===== src/hw/rtl/smasm_pkg.sv =====
// Shared types and codes for the square matrix add/subtract/multiply unit.
package smasm_pkg;

	localparam int ELEM_W = 16;

	localparam logic [1:0] REQ_WR_A  = 2'd0;
	localparam logic [1:0] REQ_WR_B  = 2'd1;
	localparam logic [1:0] REQ_START = 2'd2;

	localparam logic [1:0] OP_ADD  = 2'd0;
	localparam logic [1:0] OP_SUB  = 2'd1;
	localparam logic [1:0] OP_MUL  = 2'd2;
	localparam logic [1:0] OP_RSVD = 2'd3;

	typedef enum logic [1:0] {
		ST_IDLE,
		ST_READ,
		ST_WAIT
	} state_t;

	typedef struct packed {
		logic       wr_a;
		logic       wr_b;
		logic       rd_en;
		logic       rd_first;
		logic       rd_last;
		logic       put;
		logic       put_last;
		logic [1:0] put_row;
		logic [1:0] put_col;
		logic [1:0] op;
	} ctrl_cmd_t;

	typedef struct packed {
		logic acc_done;
		logic out_free;
	} ctrl_sts_t;

endpackage


===== src/hw/rtl/smasm_ctrl.sv =====
// Controller: request decode, element and term sequencing for one run.
module smasm_ctrl #(
	parameter int MATRIX_DIM = 4,
	parameter int ADDR_W     = 4
) (
	input  logic                  clk,
	input  logic                  arst_n,
	input  logic                  in_valid,
	output logic                  in_ready,
	input  logic [1:0]            req_type,
	input  logic [1:0]            row_index,
	input  logic [1:0]            col_index,
	input  logic [1:0]            operation,
	output logic [ADDR_W-1:0]     wr_addr,
	output logic [ADDR_W-1:0]     rd_addr_a,
	output logic [ADDR_W-1:0]     rd_addr_b,
	output smasm_pkg::ctrl_cmd_t  cmd,
	input  smasm_pkg::ctrl_sts_t  sts
);
	import smasm_pkg::*;

	localparam int IDX_W = $clog2(MATRIX_DIM);
	localparam logic [IDX_W-1:0] IDX_MAX = IDX_W'(MATRIX_DIM - 1);

	state_t           state_q, state_d;
	logic [1:0]       op_q, op_d;
	logic [IDX_W-1:0] i_q, i_d, j_q, j_d, k_q, k_d;
	logic             accept, in_range, is_mul, k_last, elem_last;

	assign accept    = in_valid && in_ready;
	assign in_range  = ({30'd0, row_index} < 32'(MATRIX_DIM)) &&
	                   ({30'd0, col_index} < 32'(MATRIX_DIM));
	assign is_mul    = (op_q == OP_MUL);
	assign k_last    = !is_mul || (k_q == IDX_MAX);
	assign elem_last = (i_q == IDX_MAX) && (j_q == IDX_MAX);
	assign wr_addr   = ADDR_W'(32'(row_index) * MATRIX_DIM + 32'(col_index));

	always_comb begin
		state_d   = state_q;
		op_d      = op_q;
		i_d       = i_q;
		j_d       = j_q;
		k_d       = k_q;
		in_ready  = 1'b0;
		rd_addr_a = ADDR_W'(32'(i_q) * MATRIX_DIM + 32'(j_q));
		rd_addr_b = ADDR_W'(32'(i_q) * MATRIX_DIM + 32'(j_q));
		cmd       = '0;
		cmd.op    = op_q;
		cmd.put_row  = 2'(i_q);
		cmd.put_col  = 2'(j_q);
		cmd.put_last = elem_last;
		if (is_mul) begin
			rd_addr_a = ADDR_W'(32'(i_q) * MATRIX_DIM + 32'(k_q));
			rd_addr_b = ADDR_W'(32'(k_q) * MATRIX_DIM + 32'(j_q));
		end
		unique case (state_q)
			ST_IDLE: begin
				in_ready = 1'b1;
				if (accept) begin
					cmd.wr_a = (req_type == REQ_WR_A) && in_range;
					cmd.wr_b = (req_type == REQ_WR_B) && in_range;
					if (req_type == REQ_START && operation != OP_RSVD) begin
						op_d    = operation;
						i_d     = '0;
						j_d     = '0;
						k_d     = '0;
						state_d = ST_READ;
					end
				end
			end
			ST_READ: begin
				cmd.rd_en    = 1'b1;
				cmd.rd_first = (k_q == '0);
				cmd.rd_last  = k_last;
				if (k_last) begin
					k_d     = '0;
					state_d = ST_WAIT;
				end else begin
					k_d = k_q + 1'b1;
				end
			end
			ST_WAIT: begin
				if (sts.acc_done && sts.out_free) begin
					cmd.put = 1'b1;
					if (elem_last) begin
						state_d = ST_IDLE;
					end else begin
						state_d = ST_READ;
						if (j_q == IDX_MAX) begin
							j_d = '0;
							i_d = i_q + 1'b1;
						end else begin
							j_d = j_q + 1'b1;
						end
					end
				end
			end
			default: state_d = ST_IDLE;
		endcase
	end

	always_ff @(posedge clk or negedge arst_n) begin
		if (!arst_n) begin
			state_q <= ST_IDLE;
			op_q    <= OP_ADD;
			i_q     <= '0;
			j_q     <= '0;
			k_q     <= '0;
		end else begin
			state_q <= state_d;
			op_q    <= op_d;
			i_q     <= i_d;
			j_q     <= j_d;
			k_q     <= k_d;
		end
	end

endmodule


===== src/hw/rtl/smasm_dp.sv =====
// Datapath: element stores, multiply/add/subtract stage, accumulator and output register.
module smasm_dp #(
	parameter int MATRIX_DIM    = 4,
	parameter int FRACTION_BITS = 8,
	parameter int ADDR_W        = 4
) (
	input  logic                  clk,
	input  logic                  arst_n,
	input  logic [ADDR_W-1:0]     wr_addr,
	input  logic signed [15:0]    wr_data,
	input  logic [ADDR_W-1:0]     rd_addr_a,
	input  logic [ADDR_W-1:0]     rd_addr_b,
	input  smasm_pkg::ctrl_cmd_t  cmd,
	output smasm_pkg::ctrl_sts_t  sts,
	output logic                  out_valid,
	input  logic                  out_ready,
	output logic [1:0]            out_row,
	output logic [1:0]            out_col,
	output logic signed [15:0]    out_value,
	output logic                  out_last
);
	import smasm_pkg::*;

	localparam int DEPTH  = MATRIX_DIM * MATRIX_DIM;
	localparam int PROD_W = 2 * ELEM_W;
	localparam int ACC_W  = PROD_W + $clog2(MATRIX_DIM) + 1;
	localparam logic signed [ACC_W-1:0] SAT_MAX = ACC_W'(32767);
	localparam logic signed [ACC_W-1:0] SAT_MIN = ACC_W'(-32768);

	logic signed [ELEM_W-1:0] mem_a [DEPTH];
	logic signed [ELEM_W-1:0] mem_b [DEPTH];

	logic signed [ELEM_W-1:0] a_s1, b_s1;
	logic                     valid_s1, first_s1, last_s1;
	logic signed [PROD_W-1:0] term_s2;
	logic                     valid_s2, first_s2, last_s2;
	logic signed [ACC_W-1:0]  acc_q, scaled;
	logic                     acc_done_q, out_valid_q;
	logic signed [ELEM_W-1:0] sat_value;
	logic [1:0]               row_q, col_q;
	logic signed [ELEM_W-1:0] value_q;
	logic                     last_q;

	always_ff @(posedge clk) begin
		if (cmd.wr_a) begin
			mem_a[wr_addr] <= wr_data;
		end
		if (cmd.wr_b) begin
			mem_b[wr_addr] <= wr_data;
		end
		if (cmd.rd_en) begin
			a_s1 <= mem_a[rd_addr_a];
			b_s1 <= mem_b[rd_addr_b];
		end
	end

	always_ff @(posedge clk) begin
		unique case (cmd.op)
			OP_MUL:  term_s2 <= a_s1 * b_s1;
			OP_SUB:  term_s2 <= PROD_W'(a_s1) - PROD_W'(b_s1);
			default: term_s2 <= PROD_W'(a_s1) + PROD_W'(b_s1);
		endcase
		if (valid_s2) begin
			acc_q <= first_s2 ? ACC_W'(term_s2) : acc_q + ACC_W'(term_s2);
		end
	end

	always_ff @(posedge clk or negedge arst_n) begin
		if (!arst_n) begin
			valid_s1   <= 1'b0;
			first_s1   <= 1'b0;
			last_s1    <= 1'b0;
			valid_s2   <= 1'b0;
			first_s2   <= 1'b0;
			last_s2    <= 1'b0;
			acc_done_q <= 1'b0;
		end else begin
			valid_s1 <= cmd.rd_en;
			first_s1 <= cmd.rd_first;
			last_s1  <= cmd.rd_last;
			valid_s2 <= valid_s1;
			first_s2 <= first_s1;
			last_s2  <= last_s1;
			if (cmd.put) begin
				acc_done_q <= 1'b0;
			end else if (valid_s2 && last_s2) begin
				acc_done_q <= 1'b1;
			end
		end
	end

	always_comb begin
		scaled = (cmd.op == OP_MUL) ? (acc_q >>> FRACTION_BITS) : acc_q;
		if (scaled > SAT_MAX) begin
			sat_value = 16'sh7FFF;
		end else if (scaled < SAT_MIN) begin
			sat_value = -16'sh8000;
		end else begin
			sat_value = ELEM_W'(scaled);
		end
	end

	always_ff @(posedge clk or negedge arst_n) begin
		if (!arst_n) begin
			out_valid_q <= 1'b0;
		end else if (cmd.put) begin
			out_valid_q <= 1'b1;
		end else if (out_ready) begin
			out_valid_q <= 1'b0;
		end
	end

	always_ff @(posedge clk) begin
		if (cmd.put) begin
			row_q   <= cmd.put_row;
			col_q   <= cmd.put_col;
			value_q <= sat_value;
			last_q  <= cmd.put_last;
		end
	end

	assign sts.acc_done = acc_done_q;
	assign sts.out_free = !out_valid_q || out_ready;
	assign out_valid    = out_valid_q;
	assign out_row      = row_q;
	assign out_col      = col_q;
	assign out_value    = value_q;
	assign out_last     = last_q;

endmodule


===== src/hw/rtl/square_matrix_add_sub_multiply_unit.sv =====
// Top level of the square matrix add/subtract/multiply unit.
// Load beats are accepted back to back while idle.
// A start beat with a non-reserved operation yields MATRIX_DIM*MATRIX_DIM result beats;
// elements are computed one at a time: multiply reads one store read pair per term for
// MATRIX_DIM terms, add/subtract reads one pair, and an output stall holds the next element.
// Reset clears control and the output valid flag; stores and output data are undefined.
module square_matrix_add_sub_multiply_unit #(
	parameter int MATRIX_DIM    = 4,
	parameter int FRACTION_BITS = 8
) (
	input  logic        clk,
	input  logic        arst_n,
	input  logic        s_tvalid,
	output logic        s_tready,
	input  logic [23:0] s_tdata,  // row_index, col_index, element_value, operation
	input  logic [1:0]  s_tuser,  // req_type
	output logic        m_tvalid,
	input  logic        m_tready,
	output logic [23:0] m_tdata,  // out_row, out_col, out_value
	output logic        m_tlast   // last_element
);
	import smasm_pkg::*;

	localparam int ADDR_W = $clog2(MATRIX_DIM * MATRIX_DIM);

	ctrl_cmd_t          cmd;
	ctrl_sts_t          sts;
	logic [ADDR_W-1:0]  wr_addr, rd_addr_a, rd_addr_b;
	logic [1:0]         out_row, out_col;
	logic signed [15:0] out_value;

	smasm_ctrl #(
		.MATRIX_DIM (MATRIX_DIM),
		.ADDR_W     (ADDR_W)
	) u_ctrl (
		.clk       (clk),
		.arst_n    (arst_n),
		.in_valid  (s_tvalid),
		.in_ready  (s_tready),
		.req_type  (s_tuser),
		.row_index (s_tdata[1:0]),
		.col_index (s_tdata[3:2]),
		.operation (s_tdata[21:20]),
		.wr_addr   (wr_addr),
		.rd_addr_a (rd_addr_a),
		.rd_addr_b (rd_addr_b),
		.cmd       (cmd),
		.sts       (sts)
	);

	smasm_dp #(
		.MATRIX_DIM    (MATRIX_DIM),
		.FRACTION_BITS (FRACTION_BITS),
		.ADDR_W        (ADDR_W)
	) u_dp (
		.clk       (clk),
		.arst_n    (arst_n),
		.wr_addr   (wr_addr),
		.wr_data   (s_tdata[19:4]),
		.rd_addr_a (rd_addr_a),
		.rd_addr_b (rd_addr_b),
		.cmd       (cmd),
		.sts       (sts),
		.out_valid (m_tvalid),
		.out_ready (m_tready),
		.out_row   (out_row),
		.out_col   (out_col),
		.out_value (out_value),
		.out_last  (m_tlast)
	);

	assign m_tdata = {4'd0, out_value, out_col, out_row};

endmodule


===== config.mk =====
export PLATFORM = sky130hd
export DESIGN_NAME = square_matrix_add_sub_multiply_unit
export DESIGN_NICKNAME = d
export VERILOG_FILES = /design/src/hw/rtl/smasm_pkg.sv /design/src/hw/rtl/smasm_ctrl.sv /design/src/hw/rtl/smasm_dp.sv /design/src/hw/rtl/square_matrix_add_sub_multiply_unit.sv
export SDC_FILE = /design/constraint.sdc
export NUM_CORES = 2
export LEC_CHECK = 0
export ABC_CLOCK_PERIOD_IN_PS = 16300
export BUFFER_PORTS_ARGS = -buffer_cell sky130_fd_sc_hd__buf_2
export CAP_MARGIN = 20
export CORE_MARGIN = 2
export CORE_UTILIZATION = 50
export CTS_BUF_LIST = sky130_fd_sc_hd__clkbuf_8
export DETAILED_ROUTE_END_ITERATION = 8
export PLACE_DENSITY = 0.72
export REMOVE_ABC_BUFFERS = 1
export SYNTH_ARGS = -nofsm -noshare
export SYNTH_HDL_FRONTEND = slang
export SYNTH_HIERARCHICAL = 1
export SYNTH_SLANG_ARGS = --single-unit

===== constraint.sdc =====
create_clock -name clk -period 16.3 [get_ports clk]
set_clock_uncertainty 0.15 [all_clocks]
set_input_delay 4.075 -clock clk [delete_from_list [all_inputs] [get_ports clk]]
set_output_delay 4.075 -clock clk [all_outputs]
set_load 0.05 [all_outputs]

==> results.tsv <==
stage	metric	value	unit
die	# rows	100	
timing	Tcrit/Tclk final	44.1	%
worst_setup_path	Worst path max stage delay	1.02	ns
global_route	initial antenna violation count	4	
global_route	largest net degree at the start of global routing	69	
clock_network	Max clock buf depth	3	
timing	RSZ-0062 raised after global routing	no	
yosys	cells after synthesis	2714	
global_route	GR peak layer	met2	
yosys	Post-synth ARST share	2.77	%
clock_network	CTS H-Tree Depth	3	
worst_setup_path	Setup crit start kind	flip-flop	
routing	antenna viol nets, final	0	
clock_network	Setup Buffers After CTS	0	
yosys	sequential fraction of the synthesis area	50.7	%
worst_setup_path	Req. time, crit path	16.69	ns
clock_network	Resize count post-CTS	0	
yosys	Post-synth top flop	edfxtp_1	
die	Die Y	279	um
yosys	synth top area cells	edfxtp_1 48%, fa_1 14%, mux4_2 9.6%	
worst_setup_path	worst path bufs/invs	3	
clock_network	Root Driver	clkbuf_8	
routing	drt drc	0	
routing	total wire length	84600	um
finish	Filler Cells Inserted	5931	
worst_setup_path	crit-path leading delay family	adder cells	
yosys	mapped cell area	37700	sq um
routing	drt first pass iters	5	
timing	# setup viols final	0	
clock_network	Worst-path clk slew	0.06	ns
placement	dpl hpwl	56500	um
timing	fin crit period	7.20	ns
global_route	global-route total usage across every layer	22.1	%
finish	Layout area overhead	8.78	%
routing	initial detailed-routing violation count	1861	
worst_setup_path	CP arrival	7.59	ns
clock_network	hold buffers post-CTS	0	
run	Max Cap Viol	0	
die	Die X	279	um
worst_setup_path	cell seen most often among critical-path stages	fa_1	
routing	routed vias	22112	
timing	Slew HR	24.4	%
finish	final net count	3246	
global_route	vias in the first global route	23407	
routing	WL/cell	22.0	um
yosys	Yosys top cell area share	47.8	%
timing	setup TNS	0	ns
yosys	FF+latch count, synth	650	
die	die area	77600	sq um
worst_setup_path	CP max FO	14	
hold_path	worst min path class	flip-flop to flip-flop	
worst_setup_path	WS Path Type	flip-flop to flip-flop	
worst_setup_path	slowest CP cell	fa_1	
timing	Max Slew Vio Count	0	
routing	vias per cell	5.75	
global_route	met2 usage	38.0	%
timing	fmax	0.139	GHz
timing	Final Hold Vio Count	0	
finish	Util after Layout	55.0	%
finish	Reg area	19100	sq um
clock_network	clock buffer count from CTS	101	
yosys	syn avg cell area	13.9	sq um
die	core area	74600	sq um
global_route	first-pass GRT wire length	131000	um
worst_setup_path	Worst Setup End Kind	flip-flop	
placement	GPL Wtd Cong	0.906	
global_route	met3 Use GR	3.34	%
yosys	cell type with the largest total area after synthesis	edfxtp_1	
yosys	Synth cell types	86	
clock_network	CTS sink count	650	
timing	Slew @ Worst Pin	1.13	ns
global_route	grt ovf	0	
yosys	number of synthesized flops with an enable pin	600	
finish	area of the multi-input gates	16800	sq um
clock_network	clock tree from TritonCTS	done	
yosys	synth warn	6	
outcome	status	complete, no violations	
die	io pins	57	
die	Starting Density	50.5	%
worst_setup_path	worst path cell trace	inv_1, nor2_1, fa_1, fa_1, fa_1, fa_1, fa_1, inv_1, fa_1, inv_1, ha_1, a21oi_1, o211ai_1, o211ai_1, or3b_1, a31oi_1, xor2_1, o21ai_0	
finish	proportion of layout cells with a drive suffix above 1	14.5	%
placement	IO buf count	50	
global_route	met1 Usage GRT	29.0	%
clock_network	Clock Latency Late Sink	0.73	ns
-- registers in the layout (all words and copies together), names as in the netlist, 16 cells and up --
signal / flops
u_dp/mem_b: 256
u_dp/a_s1: 16
u_dp/b_s1: 16
u_dp/term_s2: 32
u_dp/mem_a: 256
u_dp/out_value: 16
u_dp/acc_q: 35
-- worst register-to-register path: stages (launching register included) --
cell      delay, ns
edfxtp_1       0.79
inv_1          0.35
nor2_1         0.28
fa_1           0.60
fa_1           1.02
fa_1           0.56
fa_1           0.52
fa_1           0.50
inv_1          0.05
fa_1           0.47
inv_1          0.05
ha_1           0.34
a21oi_1        0.24
o211ai_1       0.13
o211ai_1       0.15
or3b_1         0.42
a31oi_1        0.21
xor2_1         0.15
o21ai_0        0.08
-- synth_stat cells, types with 12 or more instances --
master / instances
edfxtp_1: 600
inv_1: 346
fa_1: 265
nand2_1: 205
mux4_2: 160
ha_1: 155
nor2_1: 137
and2_1: 100
o21ai_0: 97
a21oi_1: 91
clkbuf_1: 78
xnor2_1: 55
a21o_1: 32
dfxtp_1: 32
xor2_1: 29
nand2b_1: 26
nand3_1: 20
nor3_1: 19
dfrtp_1: 18
mux2i_1: 18
buf_4: 17
o21a_1: 17
buf_2: 15
nor2b_1: 12
-- stage by stage --
stage,worst slack (ns),hold WS (ns),instances,cell area [sq um]
3_3_place_gp,9.32,0.183,3661,39000
3_5_place_dp,9.26,0.188,3661,39000
6_report,9.10,0.211,3845,41000
2_1_floorplan,9.62,0.181,2597,37100
4_1_cts,9.24,0.205,3842,41000
5_1_grt,8.88,0.216,3845,41000
-- worst paths after layout --
path,from,end,slack (ns),cells after the start
worst min register to register,u_dp/last_s1,u_dp/last_s2,0.21,0
min in group asynchronous,arst_n,u_ctrl/op_q[0],3.13,1
worst min-delay path,u_dp/last_s1,u_dp/last_s2,0.21,0
worst max register to register,u_dp/b_s1[3],u_dp/term_s2[27],9.10,18
max in group asynchronous,arst_n,u_ctrl/j_q[0],12.49,1
worst max-delay path,u_dp/b_s1[3],u_dp/term_s2[27],9.10,18
-- logic make-up after synthesis --
logic type | synth area share [%]
AOI/OAI and AO/OA | 5.97
buffers and inverters | 4.92
DFF | 50.7
other | 0.00995
and+or+nand+nor | 7.03
xor gates and xnor gates | 1.95
adders and majority gates | 19.2
muxes | 10.2
-- final cells by class --
type | count | share of cell area, %
diodes | 2 | 0.0122
inverters | 348 | 3.19
flip-flops and latches | 650 | 46.6
multi-input cells | 1599 | 40.9
repair buffers | 96 | 1.50
well taps | 969 | 2.96
clock inverters | 77 | 1.34
clock buffers | 104 | 3.49
-- layer usage --
metal  vias up  wire length (um)
li1       9765                 -
met1     11351             34200
met2       827             42600
met3       165              5480
met4         4              2290
met5         -                21
-- cells in the final DEF, fill, tap and decap left out, types with 45 or more instances in the layout --
master and n:
edfxtp_1 600, inv_1 377, fa_1 265, nand2_1 203
mux4_2 160, ha_1 154, nor2_1 136, clkbuf_8 104
and2_1 100, o21ai_0 96, a21oi_1 91, xnor2_1 55
buf_2 50, buf_4 45
Power is left out: the tool's default activity adds up to more than one toggle a clock period on the data nets, which glitch-free logic cannot reach.
